[config.mk]
export PLATFORM = sky130hd
export DESIGN_NAME = strided_conv1d_engine
export DESIGN_NICKNAME = d
export VERILOG_FILES = /design/src/rtl/core/sc1d_pkg.sv /design/src/rtl/core/sc1d_ram.sv /design/src/rtl/core/sc1d_seq.sv /design/src/rtl/core/sc1d_mac.sv /design/src/rtl/core/strided_conv1d_engine.sv
export SDC_FILE = /design/constraint.sdc
export NUM_CORES = 2
export LEC_CHECK = 0
export BUFFER_PORTS_ARGS = -buffer_cell sky130_fd_sc_hd__buf_2
export CAP_MARGIN = 20
export CORE_AREA = 2 2 570 572
export CTS_CLUSTER_SIZE = 12
export DETAILED_ROUTE_END_ITERATION = 7
export DIE_AREA = 0 0 572 574
export HOLD_SLACK_MARGIN = 0.15
export PLACE_DENSITY = 0.55
export SYNTH_ARGS = -nofsm -noshare
export SYNTH_HDL_FRONTEND = slang
export SYNTH_SLANG_ARGS = --single-unit
[constraint.sdc]
create_clock -name clk -period 7.9 [get_ports clk]
set_input_delay 2.37 -clock clk [delete_from_list [all_inputs] [get_ports clk]]
set_output_delay 2.37 -clock clk [all_outputs]
set_load 0.1 [all_outputs]
[src/rtl/core/sc1d_pkg.sv]
// Shared constants, codes and types of the strided 1-D convolution engine.
// Used by sc1d_seq, sc1d_mac and strided_conv1d_engine; depends on nothing else.

package sc1d_pkg;

    // Sizing of the stores and datapath
    localparam int MAX_CHANNELS = 4;
    localparam int MAX_KERNEL   = 8;
    localparam int MAX_LENGTH   = 16;
    localparam int VALUE_WIDTH  = 16;

    localparam int WST_DEPTH = MAX_CHANNELS * MAX_CHANNELS * MAX_KERNEL;
    localparam int SST_DEPTH = MAX_CHANNELS * MAX_LENGTH;
    localparam int WA_W      = $clog2(WST_DEPTH);
    localparam int SA_W      = $clog2(SST_DEPTH);
    localparam int CH_W      = (MAX_CHANNELS > 1) ? $clog2(MAX_CHANNELS) : 1;
    localparam int TAP_W     = (MAX_KERNEL > 1) ? $clog2(MAX_KERNEL) : 1;
    localparam int POS_W     = (MAX_LENGTH > 1) ? $clog2(MAX_LENGTH) : 1;
    localparam int FILL_W    = $clog2(SST_DEPTH + 1);

    // Fixed field and register widths
    localparam int CC_W    = 3;
    localparam int KL_W    = 4;
    localparam int IL_W    = 5;
    localparam int WS_W    = 4;
    localparam int F_OC_W  = 2;
    localparam int F_IC_W  = 2;
    localparam int F_TAP_W = 3;
    localparam int WIN_W   = 4;
    localparam int BATCH_W = 16;
    localparam int SUM_W   = 40;
    localparam int PROD_W  = 2 * VALUE_WIDTH;
    localparam int ADDR_W  = 4;
    localparam int APB_W   = 32;

    // Window start plus one stride, never beyond the longest input plus stride
    localparam int ST_W = $clog2(MAX_LENGTH + (1 << WS_W)) + 1;

    // Stream packing
    localparam int IN_OC_LSB   = 0;
    localparam int IN_IC_LSB   = IN_OC_LSB + F_OC_W;
    localparam int IN_TAP_LSB  = IN_IC_LSB + F_IC_W;
    localparam int IN_VAL_LSB  = IN_TAP_LSB + F_TAP_W;
    localparam int IN_DATA_W   = ((IN_VAL_LSB + VALUE_WIDTH + 7) / 8) * 8;
    localparam int OUT_DATA_W  = ((SUM_W + F_OC_W + WIN_W + BATCH_W + 7) / 8) * 8;

    // Request kinds
    localparam logic REQ_WEIGHT = 1'b0;
    localparam logic REQ_SAMPLE = 1'b1;

    // Register indexes
    localparam logic [1:0] REG_CHANNELS = 2'd0;
    localparam logic [1:0] REG_KERNEL   = 2'd1;
    localparam logic [1:0] REG_LENGTH   = 2'd2;
    localparam logic [1:0] REG_STRIDE   = 2'd3;

    typedef enum logic [2:0] {
        ST_IDLE,
        ST_RECALC,
        ST_WAIT,
        ST_ISSUE,
        ST_DRAIN
    } seq_state_t;

    // Effective (saturated) configuration
    typedef struct packed {
        logic [CC_W-1:0] c;
        logic [KL_W-1:0] k;
        logic [IL_W-1:0] l;
        logic [WS_W-1:0] s;
    } run_cfg_t;

    // Tag that follows each store read down the MAC pipeline
    typedef struct packed {
        logic             valid;
        logic             first;
        logic             fin;
        logic             err;
        logic             last;
        logic [CH_W-1:0]  oc;
        logic [WIN_W-1:0] win;
    } mac_tag_t;

    typedef struct packed {
        logic busy;
        logic out_full;
        logic load;
    } mac_stat_t;

endpackage

[src/rtl/core/sc1d_ram.sv]
// Generic single-write, single-read synchronous RAM with registered read.
// No dependencies.

module sc1d_ram #(
    parameter int WIDTH = 16,
    parameter int DEPTH = 64
) (
    input  logic                     clk,
    input  logic                     we,
    input  logic [$clog2(DEPTH)-1:0] waddr,
    input  logic [WIDTH-1:0]         wdata,
    input  logic [$clog2(DEPTH)-1:0] raddr,
    output logic [WIDTH-1:0]         rdata
);

    logic [WIDTH-1:0] mem [DEPTH];

    always_ff @(posedge clk)
    begin
        if (we)
        begin
            mem[waddr] <= wdata;
        end
        rdata <= mem[raddr];
    end

endmodule

[src/rtl/core/sc1d_seq.sv]
// Sequencer: takes input beats, fills the sample store, writes weights and
// walks output channel, window, input channel and tap during a run.
// Depends on sc1d_pkg.

module sc1d_seq (
    input  logic                           clk,
    input  logic                           rst_n,
    input  logic                           in_valid,
    output logic                           in_ready,
    input  logic                           in_type,
    input  logic [sc1d_pkg::F_OC_W-1:0]    in_oc,
    input  logic [sc1d_pkg::F_IC_W-1:0]    in_ic,
    input  logic [sc1d_pkg::F_TAP_W-1:0]   in_tap,
    input  logic [sc1d_pkg::VALUE_WIDTH-1:0] in_value,
    input  sc1d_pkg::run_cfg_t             cfg,
    input  logic                           cfg_wr,
    input  sc1d_pkg::mac_stat_t            stat,
    output logic                           w_we,
    output logic [sc1d_pkg::WA_W-1:0]      w_waddr,
    output logic                           s_we,
    output logic [sc1d_pkg::SA_W-1:0]      s_waddr,
    output logic [sc1d_pkg::VALUE_WIDTH-1:0] wdata,
    output logic [sc1d_pkg::WA_W-1:0]      w_raddr,
    output logic [sc1d_pkg::SA_W-1:0]      s_raddr,
    output sc1d_pkg::mac_tag_t             tag,
    output logic [sc1d_pkg::BATCH_W-1:0]   batch
);

    import sc1d_pkg::*;

    seq_state_t        state_reg, state_next;
    logic [FILL_W-1:0] fill_reg, fill_next;
    logic [FILL_W-1:0] rem_reg, rem_next;
    logic [CH_W-1:0]   ch_reg, ch_next;
    logic [POS_W-1:0]  pos_reg, pos_next;
    logic              err_reg, err_next;
    logic [BATCH_W-1:0] batch_reg, batch_next;
    logic [CH_W-1:0]   oc_reg, oc_next;
    logic [CH_W-1:0]   ic_reg, ic_next;
    logic [TAP_W-1:0]  t_reg, t_next;
    logic [WIN_W-1:0]  win_reg, win_next;
    logic [ST_W-1:0]   start_reg, start_next;

    logic [FILL_W-1:0] total;
    logic              restart;
    logic [FILL_W-1:0] fill_eff;
    logic [FILL_W-1:0] fill_inc;
    logic [CH_W-1:0]   ch_eff;
    logic [POS_W-1:0]  pos_eff;
    logic              pos_wrap;
    logic              complete;
    logic              accept;
    logic              push;
    logic              rem_ge_l;
    logic              last_t;
    logic              last_ic;
    logic              last_oc;
    logic              sum_fin;
    logic [ST_W-1:0]   start_step;
    logic              win_end;

    assign total      = FILL_W'(int'(cfg.c) * int'(cfg.l));
    assign restart    = fill_reg >= total;
    assign fill_eff   = restart ? '0 : fill_reg;
    assign ch_eff     = restart ? '0 : ch_reg;
    assign pos_eff    = restart ? '0 : pos_reg;
    assign fill_inc   = fill_eff + FILL_W'(1);
    assign complete   = fill_inc >= total;
    assign pos_wrap   = (int'(pos_eff) + 1) == int'(cfg.l);
    assign rem_ge_l   = int'(rem_reg) >= int'(cfg.l);

    assign last_t     = (int'(t_reg) + 1) == int'(cfg.k);
    assign last_ic    = (int'(ic_reg) + 1) == int'(cfg.c);
    assign last_oc    = (int'(oc_reg) + 1) == int'(cfg.c);
    assign sum_fin    = last_t && last_ic;
    assign start_step = start_reg + ST_W'(cfg.s);
    assign win_end    = (int'(start_step) + int'(cfg.k)) > int'(cfg.l);

    assign batch   = batch_reg;
    assign w_waddr = WA_W'(int'(in_oc) * (MAX_CHANNELS * MAX_KERNEL)
                           + int'(in_ic) * MAX_KERNEL + int'(in_tap));
    assign s_waddr = SA_W'(int'(ch_eff) * MAX_LENGTH + int'(pos_eff));
    assign wdata   = in_value;
    assign w_raddr = WA_W'(int'(oc_reg) * (MAX_CHANNELS * MAX_KERNEL)
                           + int'(ic_reg) * MAX_KERNEL + int'(t_reg));
    assign s_raddr = SA_W'(int'(ic_reg) * MAX_LENGTH + int'(start_reg) + int'(t_reg));

    // Next state
    always_comb
    begin
        state_next = state_reg;
        unique case (state_reg)
            ST_IDLE:
            begin
                if (cfg_wr)
                begin
                    state_next = ST_RECALC;
                end
                else if (push && complete)
                begin
                    state_next = ST_WAIT;
                end
            end
            ST_RECALC:
            begin
                if (cfg_wr)
                begin
                    state_next = ST_RECALC;
                end
                else if (restart || !rem_ge_l)
                begin
                    state_next = ST_IDLE;
                end
            end
            ST_WAIT:
            begin
                if (!stat.busy && !stat.out_full)
                begin
                    state_next = ST_ISSUE;
                end
            end
            ST_ISSUE:
            begin
                if (err_reg)
                begin
                    state_next = ST_DRAIN;
                end
                else if (sum_fin)
                begin
                    state_next = (last_oc && win_end) ? ST_DRAIN : ST_WAIT;
                end
            end
            ST_DRAIN:
            begin
                if (!stat.busy)
                begin
                    state_next = ST_IDLE;
                end
            end
            default:
            begin
                state_next = ST_IDLE;
            end
        endcase
    end

    // Outputs
    always_comb
    begin
        in_ready = (state_reg == ST_IDLE) && !cfg_wr;
        accept   = in_valid && in_ready;
        push     = accept && (in_type == REQ_SAMPLE);
        w_we     = accept && (in_type == REQ_WEIGHT)
                   && (int'(in_oc) < MAX_CHANNELS) && (int'(in_ic) < MAX_CHANNELS)
                   && (int'(in_tap) < MAX_KERNEL);
        s_we     = push;
        tag      = '0;
        if (state_reg == ST_ISSUE)
        begin
            tag.valid = 1'b1;
            tag.err   = err_reg;
            tag.first = err_reg || ((ic_reg == '0) && (t_reg == '0));
            tag.fin   = err_reg || sum_fin;
            tag.last  = err_reg || (sum_fin && last_oc && win_end);
            tag.oc    = oc_reg;
            tag.win   = win_reg;
        end
    end

    // Counters
    always_comb
    begin
        fill_next  = fill_reg;
        rem_next   = rem_reg;
        ch_next    = ch_reg;
        pos_next   = pos_reg;
        err_next   = err_reg;
        batch_next = batch_reg;
        oc_next    = oc_reg;
        ic_next    = ic_reg;
        t_next     = t_reg;
        win_next   = win_reg;
        start_next = start_reg;
        case (state_reg)
            ST_IDLE:
            begin
                if (cfg_wr)
                begin
                    rem_next = fill_reg;
                    ch_next  = '0;
                end
                else if (push)
                begin
                    if (complete)
                    begin
                        fill_next  = '0;
                        ch_next    = '0;
                        pos_next   = '0;
                        err_next   = int'(cfg.k) > int'(cfg.l);
                        oc_next    = '0;
                        ic_next    = '0;
                        t_next     = '0;
                        win_next   = '0;
                        start_next = '0;
                    end
                    else
                    begin
                        fill_next = fill_inc;
                        if (pos_wrap)
                        begin
                            pos_next = '0;
                            ch_next  = ch_eff + CH_W'(1);
                        end
                        else
                        begin
                            pos_next = pos_eff + POS_W'(1);
                            ch_next  = ch_eff;
                        end
                    end
                end
            end
            ST_RECALC:
            begin
                // Rebuild channel and position from the fill after a configuration write
                if (cfg_wr)
                begin
                    rem_next = fill_reg;
                    ch_next  = '0;
                end
                else if (restart)
                begin
                    ch_next  = '0;
                    pos_next = '0;
                end
                else if (rem_ge_l)
                begin
                    rem_next = rem_reg - FILL_W'(cfg.l);
                    ch_next  = ch_reg + CH_W'(1);
                end
                else
                begin
                    pos_next = POS_W'(rem_reg);
                end
            end
            ST_ISSUE:
            begin
                if (!err_reg)
                begin
                    if (last_t)
                    begin
                        t_next = '0;
                        if (last_ic)
                        begin
                            ic_next = '0;
                            if (win_end)
                            begin
                                start_next = '0;
                                win_next   = '0;
                                oc_next    = oc_reg + CH_W'(1);
                            end
                            else
                            begin
                                start_next = start_step;
                                win_next   = win_reg + WIN_W'(1);
                            end
                        end
                        else
                        begin
                            ic_next = ic_reg + CH_W'(1);
                        end
                    end
                    else
                    begin
                        t_next = t_reg + TAP_W'(1);
                    end
                end
            end
            ST_DRAIN:
            begin
                if (!stat.busy)
                begin
                    batch_next = batch_reg + BATCH_W'(1);
                end
            end
            default:
            begin
            end
        endcase
    end

    always_ff @(posedge clk or negedge rst_n)
    begin
        if (!rst_n)
        begin
            state_reg <= ST_IDLE;
            fill_reg  <= '0;
            rem_reg   <= '0;
            ch_reg    <= '0;
            pos_reg   <= '0;
            err_reg   <= 1'b0;
            batch_reg <= '0;
            oc_reg    <= '0;
            ic_reg    <= '0;
            t_reg     <= '0;
            win_reg   <= '0;
            start_reg <= '0;
        end
        else
        begin
            state_reg <= state_next;
            fill_reg  <= fill_next;
            rem_reg   <= rem_next;
            ch_reg    <= ch_next;
            pos_reg   <= pos_next;
            err_reg   <= err_next;
            batch_reg <= batch_next;
            oc_reg    <= oc_next;
            ic_reg    <= ic_next;
            t_reg     <= t_next;
            win_reg   <= win_next;
            start_reg <= start_next;
        end
    end

endmodule

[src/rtl/core/sc1d_mac.sv]
// Multiply-accumulate pipeline behind the two stores, and the output register.
// Depends on sc1d_pkg.

module sc1d_mac (
    input  logic                             clk,
    input  logic                             rst_n,
    input  sc1d_pkg::mac_tag_t               tag,
    input  logic [sc1d_pkg::VALUE_WIDTH-1:0] w_rdata,
    input  logic [sc1d_pkg::VALUE_WIDTH-1:0] s_rdata,
    input  logic [sc1d_pkg::BATCH_W-1:0]     batch,
    input  logic                             out_ready,
    output sc1d_pkg::mac_stat_t              stat,
    output logic                             out_valid,
    output logic [sc1d_pkg::SUM_W-1:0]       out_sum,
    output logic [sc1d_pkg::F_OC_W-1:0]      out_oc,
    output logic [sc1d_pkg::WIN_W-1:0]       out_win,
    output logic [sc1d_pkg::BATCH_W-1:0]     out_batch,
    output logic                             out_status,
    output logic                             out_last
);

    import sc1d_pkg::*;

    mac_tag_t                 t1_reg, t2_reg;
    logic signed [PROD_W-1:0] prod_reg, prod_next;
    logic [SUM_W-1:0]         acc_reg, acc_sum;
    logic                     out_valid_reg, out_valid_next;
    logic                     load;

    assign prod_next = $signed(w_rdata) * $signed(s_rdata);
    assign acc_sum   = (t2_reg.first ? '0 : acc_reg) + SUM_W'(prod_reg);
    assign load      = t2_reg.valid && t2_reg.fin;

    always_comb
    begin
        out_valid_next = out_valid_reg;
        if (load)
        begin
            out_valid_next = 1'b1;
        end
        else if (out_ready)
        begin
            out_valid_next = 1'b0;
        end
    end

    assign stat.busy     = t1_reg.valid || t2_reg.valid;
    assign stat.out_full = out_valid_reg;
    assign stat.load     = load;
    assign out_valid     = out_valid_reg;

    always_ff @(posedge clk or negedge rst_n)
    begin
        if (!rst_n)
        begin
            t1_reg        <= '0;
            t2_reg        <= '0;
            out_valid_reg <= 1'b0;
        end
        else
        begin
            t1_reg        <= tag;
            t2_reg        <= t1_reg;
            out_valid_reg <= out_valid_next;
        end
    end

    // Payload: product, running sum and result fields
    always_ff @(posedge clk)
    begin
        prod_reg <= prod_next;
        if (t2_reg.valid)
        begin
            acc_reg <= acc_sum;
        end
        if (load)
        begin
            out_batch  <= batch;
            out_status <= t2_reg.err;
            out_last   <= t2_reg.last;
            if (t2_reg.err)
            begin
                out_sum <= '0;
                out_oc  <= '0;
                out_win <= '0;
            end
            else
            begin
                out_sum <= acc_sum;
                out_oc  <= F_OC_W'(t2_reg.oc);
                out_win <= t2_reg.win;
            end
        end
    end

endmodule

[src/rtl/core/strided_conv1d_engine.sv]
// Top level of the strided multichannel 1-D convolution engine: stream and
// APB ports, configuration registers, stores. Depends on sc1d_pkg, sc1d_ram,
// sc1d_seq and sc1d_mac.

// A weight write or a sample push that does not end a batch item leaves input
// ready unless a configuration write is under way. The push that ends the item
// starts a run on the single shared multiply-accumulate: each output is summed
// over C*K products (one weight-store read and one sample-store read per cycle),
// and before each output the sequencer waits for the pipeline to empty and the
// output register to be taken, so input is held off after that push until all
// C*W results for W windows are summed, longer while the output is stalled; a
// run where the kernel is longer than the input gives one error result. After
// a configuration write, input is held while the sample position is rebuilt.
// The stores come up undefined; there is no clearing pass.
// Registers: channel_count at 0x0, kernel_length at 0x4, input_length at 0x8,
// window_stride at 0xC.

module strided_conv1d_engine (
    input  logic                             clk,
    input  logic                             rst_n,
    input  logic                             s_axis_tvalid,
    output logic                             s_axis_tready,
    // weight_out_channel, weight_in_channel, weight_tap, data_value, zero pad
    input  logic [sc1d_pkg::IN_DATA_W-1:0]   s_axis_tdata,
    // req_type
    input  logic [0:0]                       s_axis_tuser,
    output logic                             m_axis_tvalid,
    input  logic                             m_axis_tready,
    // conv_sum, out_channel, window_index, batch_index, zero pad
    output logic [sc1d_pkg::OUT_DATA_W-1:0]  m_axis_tdata,
    // status
    output logic [0:0]                       m_axis_tuser,
    output logic                             m_axis_tlast,
    input  logic                             psel,
    input  logic                             penable,
    input  logic                             pwrite,
    input  logic [sc1d_pkg::ADDR_W-1:0]      paddr,
    input  logic [sc1d_pkg::APB_W-1:0]       pwdata,
    output logic [sc1d_pkg::APB_W-1:0]       prdata,
    output logic                             pready
);

    import sc1d_pkg::*;

    logic [CC_W-1:0] cc_reg, cc_next;
    logic [KL_W-1:0] kl_reg, kl_next;
    logic [IL_W-1:0] il_reg, il_next;
    logic [WS_W-1:0] ws_reg, ws_next;
    logic            cfg_wr;
    run_cfg_t        cfg;

    logic                   w_we, s_we;
    logic [WA_W-1:0]        w_waddr, w_raddr;
    logic [SA_W-1:0]        s_waddr, s_raddr;
    logic [VALUE_WIDTH-1:0] wdata, w_rdata, s_rdata;
    mac_tag_t               tag;
    mac_stat_t              mac_stat;
    logic [BATCH_W-1:0]     batch;
    logic [SUM_W-1:0]       out_sum;
    logic [F_OC_W-1:0]      out_oc;
    logic [WIN_W-1:0]       out_win;
    logic [BATCH_W-1:0]     out_batch;
    logic                   out_status;

    assign pready = 1'b1;
    assign cfg_wr = psel && penable && pwrite;

    always_comb
    begin
        cc_next = cc_reg;
        kl_next = kl_reg;
        il_next = il_reg;
        ws_next = ws_reg;
        if (cfg_wr)
        begin
            unique case (paddr[3:2])
                REG_CHANNELS: cc_next = pwdata[CC_W-1:0];
                REG_KERNEL:   kl_next = pwdata[KL_W-1:0];
                REG_LENGTH:   il_next = pwdata[IL_W-1:0];
                REG_STRIDE:   ws_next = pwdata[WS_W-1:0];
                default:      cc_next = cc_reg;
            endcase
        end
    end

    always_comb
    begin
        unique case (paddr[3:2])
            REG_CHANNELS: prdata = APB_W'(cc_reg);
            REG_KERNEL:   prdata = APB_W'(kl_reg);
            REG_LENGTH:   prdata = APB_W'(il_reg);
            REG_STRIDE:   prdata = APB_W'(ws_reg);
            default:      prdata = '0;
        endcase
    end

    always_ff @(posedge clk or negedge rst_n)
    begin
        if (!rst_n)
        begin
            cc_reg <= CC_W'(1);
            kl_reg <= KL_W'(1);
            il_reg <= IL_W'(16);
            ws_reg <= WS_W'(1);
        end
        else
        begin
            cc_reg <= cc_next;
            kl_reg <= kl_next;
            il_reg <= il_next;
            ws_reg <= ws_next;
        end
    end

    // Saturate to the supported ranges; a zero stride steps by one
    always_comb
    begin
        cfg.c = (cc_reg == '0) ? CC_W'(1)
              : ((int'(cc_reg) > MAX_CHANNELS) ? CC_W'(MAX_CHANNELS) : cc_reg);
        cfg.k = (kl_reg == '0) ? KL_W'(1)
              : ((int'(kl_reg) > MAX_KERNEL) ? KL_W'(MAX_KERNEL) : kl_reg);
        cfg.l = (il_reg == '0) ? IL_W'(1)
              : ((int'(il_reg) > MAX_LENGTH) ? IL_W'(MAX_LENGTH) : il_reg);
        cfg.s = (ws_reg == '0) ? WS_W'(1) : ws_reg;
    end

    sc1d_seq u_seq (
        .clk      (clk),
        .rst_n    (rst_n),
        .in_valid (s_axis_tvalid),
        .in_ready (s_axis_tready),
        .in_type  (s_axis_tuser[0]),
        .in_oc    (s_axis_tdata[IN_OC_LSB +: F_OC_W]),
        .in_ic    (s_axis_tdata[IN_IC_LSB +: F_IC_W]),
        .in_tap   (s_axis_tdata[IN_TAP_LSB +: F_TAP_W]),
        .in_value (s_axis_tdata[IN_VAL_LSB +: VALUE_WIDTH]),
        .cfg      (cfg),
        .cfg_wr   (cfg_wr),
        .stat     (mac_stat),
        .w_we     (w_we),
        .w_waddr  (w_waddr),
        .s_we     (s_we),
        .s_waddr  (s_waddr),
        .wdata    (wdata),
        .w_raddr  (w_raddr),
        .s_raddr  (s_raddr),
        .tag      (tag),
        .batch    (batch)
    );

    sc1d_ram #(
        .WIDTH (VALUE_WIDTH),
        .DEPTH (WST_DEPTH)
    ) u_weight_ram (
        .clk   (clk),
        .we    (w_we),
        .waddr (w_waddr),
        .wdata (wdata),
        .raddr (w_raddr),
        .rdata (w_rdata)
    );

    sc1d_ram #(
        .WIDTH (VALUE_WIDTH),
        .DEPTH (SST_DEPTH)
    ) u_sample_ram (
        .clk   (clk),
        .we    (s_we),
        .waddr (s_waddr),
        .wdata (wdata),
        .raddr (s_raddr),
        .rdata (s_rdata)
    );

    sc1d_mac u_mac (
        .clk        (clk),
        .rst_n      (rst_n),
        .tag        (tag),
        .w_rdata    (w_rdata),
        .s_rdata    (s_rdata),
        .batch      (batch),
        .out_ready  (m_axis_tready),
        .stat       (mac_stat),
        .out_valid  (m_axis_tvalid),
        .out_sum    (out_sum),
        .out_oc     (out_oc),
        .out_win    (out_win),
        .out_batch  (out_batch),
        .out_status (out_status),
        .out_last   (m_axis_tlast)
    );

    assign m_axis_tdata    = OUT_DATA_W'({out_batch, out_win, out_oc, out_sum});
    assign m_axis_tuser[0] = out_status;

    // Input is only taken with the MAC pipeline empty
    assert property (@(posedge clk) disable iff (!rst_n)
        s_axis_tready |-> !mac_stat.busy)
        else $error("input beat taken while the MAC pipeline is busy");

    // A finished sum never lands on a result still waiting to be taken
    assert property (@(posedge clk) disable iff (!rst_n)
        mac_stat.load |-> !(m_axis_tvalid && !m_axis_tready))
        else $error("finished sum overwrote a pending result");

    // The no-window result closes its run and carries a zero sum
    assert property (@(posedge clk) disable iff (!rst_n)
        (m_axis_tvalid && m_axis_tuser[0]) |-> (m_axis_tlast && (out_sum == '0)))
        else $error("error result without last or with non-zero sum");

endmodule

==> results.md <==
- Status: completed
- Flops & latches, synth: about 3300
- CP Max Fanout: 11
- Hold Violations, Final: 0
- Slew Limit Fails: 0
- Max-cap check violation count: 0
- Crit-path most repeated cell: ha_1
- Final Hold Slack: 0.341 ns
- Layout cells sized above 1: 19.1%
- Unrepaired setup endpoints after global routing: no
- WP data arrival: roughly 8.2 ns
- CTS Buffer Depth: 4
- DR WL/cell: 28.4 microns
- Largest register FFs: 2048
- Worst EP required: 8.72 ns
- Nets: between 8000 and 9000
- Clock Latency Late Sink: 0.93 ns
- CP endpoint kind: flip-flop
- CP peak stage delay: ~0.51 ns
- Regs by FF count: u_weight_ram.mem: 2048 flops, u_sample_ram.mem: 1024 flops
- Worst slew pin tran: 1.19 ns
- Seq/Total Area, Yosys: 70.2%
- Largest reg by FF count: u_weight_ram.mem
- Post-synth ARST share: ~2.9%
- Warning count from the yosys run: 0
- First-pass GRT wire length: 525000 microns
- # DRC: 0
- Setup TNS: 0 ns
- Post-Syn Instances: slightly below 8000
- Initial antenna violation count: 19
- ANT nets after route: 0
- Avg Vias per Cell: 5.75
- GRT Total Usage: ~22%
- Startpoint types: flip-flop
- Yosys cell types: between 80 and 90
- CTS root buffer: clkbuf_16
- Vert. Die Dim: roughly 570 microns
- Final wirelength: 363000 microns
- FP Rows: 209
- Ys flop type: edfxtp_1
- Fin crit period: 7.40 ns
- Rel. slew slack: between 20% and 30%
- DRT iter0 DRCs: 6943
- Highest metal used: met5
- Vias: between 70000 and 80000
- CTS tree: built
- TritonCTS Buffers: 349
- Grt ovf: 0
- Mapped Area: 0.141 sq mm
- Core ar.: 0.323 sq mm
- Period utilization: 93.6%
- Setup Buffers After CTS: 0
- Layout Area Growth over Synthesis: 12.7%
- Setup-failing EPs final: 0
- Routability congestion estimate from global placement: 0.850
- Die W: approximately 570 microns
- Number of global-route vias before repair: ~75000
- Average cell area after synthesis: about 18 sq um
- First-pass DRT Iterations: 6
- Clock slew at reported path FFs: 0.07 ns
- CTS sink cnt: 3336
- Initial Utilization: 43.8%
- DP Wirelength: 214000 microns
- DR WL met3: 23700 microns
- Critical path start-end classification: flip-flop to flip-flop
- H-tree depth: 5
- Final Skew: 0.0495 ns
- # hold bufs at CTS: 0
- Fmax: approximately 0.14 GHz
- Largest net degree at the start of global routing: roughly 170
- Die area: 0.328 sq mm
- HP Class: flip-flop to flip-flop
- Number of synthesized flops with an enable pin: 3176
- Cts repair resizes: 0
- Io pins: roughly 170
- WL met2: 174000 microns
- Slowest cell on crit path: dfrtp_1
- Number of port buffers: 108
- M1 WL: ~160000 microns
critical path, delay by kind of cell, from the launching register on:
family / cells / cell delay (ns)
buffers and inverters: 2 / 0.32
muxes: 1 / 0.34
adders and majority gates: 8 / 2.69
DFF: 1 / 0.51
xor gates and xnor gates: 2 / 0.37
and+or+nand+nor: 7 / 1.24
AOI/OAI and AO/OA: 9 / 1.82
stage by stage:
step                instances  utilization, %  setup slack, ns  instance area (sq um)
finish                  12800            49.3            0.503                 159000
detailed placement      12200            46.1            0.552                 149000
floorplan                7791               -            0.630                 141000
global route            12800            49.3          0.00889                 159000
global placement        12200            46.1            0.579                 149000
CTS                     12800            49.3            0.518                 159000
metal layers:
| metal | track usage (%) | vias up |
|---|---|---|
| met3 | 3.98 | 462 |
| li1 | - | 31500 |
| met5 | 0 | - |
| met4 | 5.26 | 2 |
| met1 | 31.1 | 39200 |
| met2 | 35.4 | 2237 |
cell usage after synthesis (5+ instances only):
library cell  number  area share, %
mux4_2           623            9.9
nand2b_1          32           0.14
nor4_1             8          0.035
nand3_1           58           0.21
o311ai_0          26           0.16
o221ai_1         226            1.4
nand2_1          278           0.74
buf_2             83           0.29
mux2_2            20           0.16
nand4_1           11          0.049
o22ai_1          114           0.51
inv_1            338           0.90
xnor2_1           78           0.48
o21ai_1            5          0.018
dfxtp_1           64           0.91
mux2i_1          473            3.4
buf_1             47           0.12
and2_1           130           0.58
ha_1             176            1.6
a31oi_1           20          0.089
or3_1              7          0.031
clkbuf_1         256           0.68
nor3b_1            5          0.027
o31ai_1           22           0.12
nor3_1            65           0.23
a211oi_1          48           0.26
fa_1             271            3.8
o21a_1            20           0.11
dfrtp_1           92            1.6
xor2_1            34           0.21
o21bai_1          13          0.069
a22o_1             5          0.031
nor2b_1          119           0.53
a21oi_1          211           0.75
o21ai_0           76           0.27
nor2_1           343           0.91
edfxtp_1        3176             68
a21o_1            54           0.29
buf_4             32           0.17
and3_1            17          0.075
worst paths after layout:
| check | startpoint | endpoint | slack [ns] | cells after the start |
|---|---|---|---|---|
| setup / recovery | il_reg[2] | u_seq.ic_reg[1] | 0.50 | 29 |
| hold / removal | u_mac.t1_reg[6] | u_mac.t2_reg[6] | 0.34 | 0 |
| setup reg to reg | il_reg[2] | u_seq.ic_reg[1] | 0.50 | 29 |
| hold reg to reg | u_mac.t1_reg[6] | u_mac.t2_reg[6] | 0.34 | 0 |
| max in group asynchronous | rst_n | u_mac.t2_reg[10] | 5.22 | 2 |
| min in group asynchronous | rst_n | u_mac.out_valid | 1.43 | 1 |
placed cells by master (no fill, tap or decap), drive strengths merged, types with 34 or more instances in the layout:
master,instances
o221ai,227
clkinv,103
mux4,623
nand3,58
a211oi,48
a21oi,212
nand2,278
and2,131
dfxtp,64
edfxtp,3176
fa,271
inv,353
mux2i,473
buf,473
ha,176
nor2b,119
a21o,54
o21ai,82
xnor2,78
nor3,65
xor2,34
nor2,343
clkbuf,476
o22ai,114
dfrtp,92
cell families (layout without fill, tap and decap cells):
kind of cell	count (synthesis)	in the layout	share of synthesized area, %
other	2	41	0.00532
AO/OA/AOI/OAI	893	893	4.42
buffers and inverters	760	1413	2.18
flip-flops	3336	3336	70.2
multiplexers	1116	1116	13.4
AND/OR/NAND/NOR	1093	1093	3.66
XOR/XNOR	112	112	0.695
adder cells (fa/ha/maj)	451	451	5.43
cell type report:
cell class | instances | area (sq um)
Clock buffer | 469 | 9480
Inverter | 341 | 1290
Sequential cell | 3336 | 99100
Fill cell | 26600 | 164000
Antenna cell | 11 | 27.5
Timing Repair Buffer | 481 | 3720
Tap cell | 4325 | 5410
Clock inverter | 122 | 827
Multi-Input combinational cell | 3695 | 39300
Power is left out: the tool's default activity adds up to more than one toggle a clock period on the data nets, which glitch-free logic cannot reach.
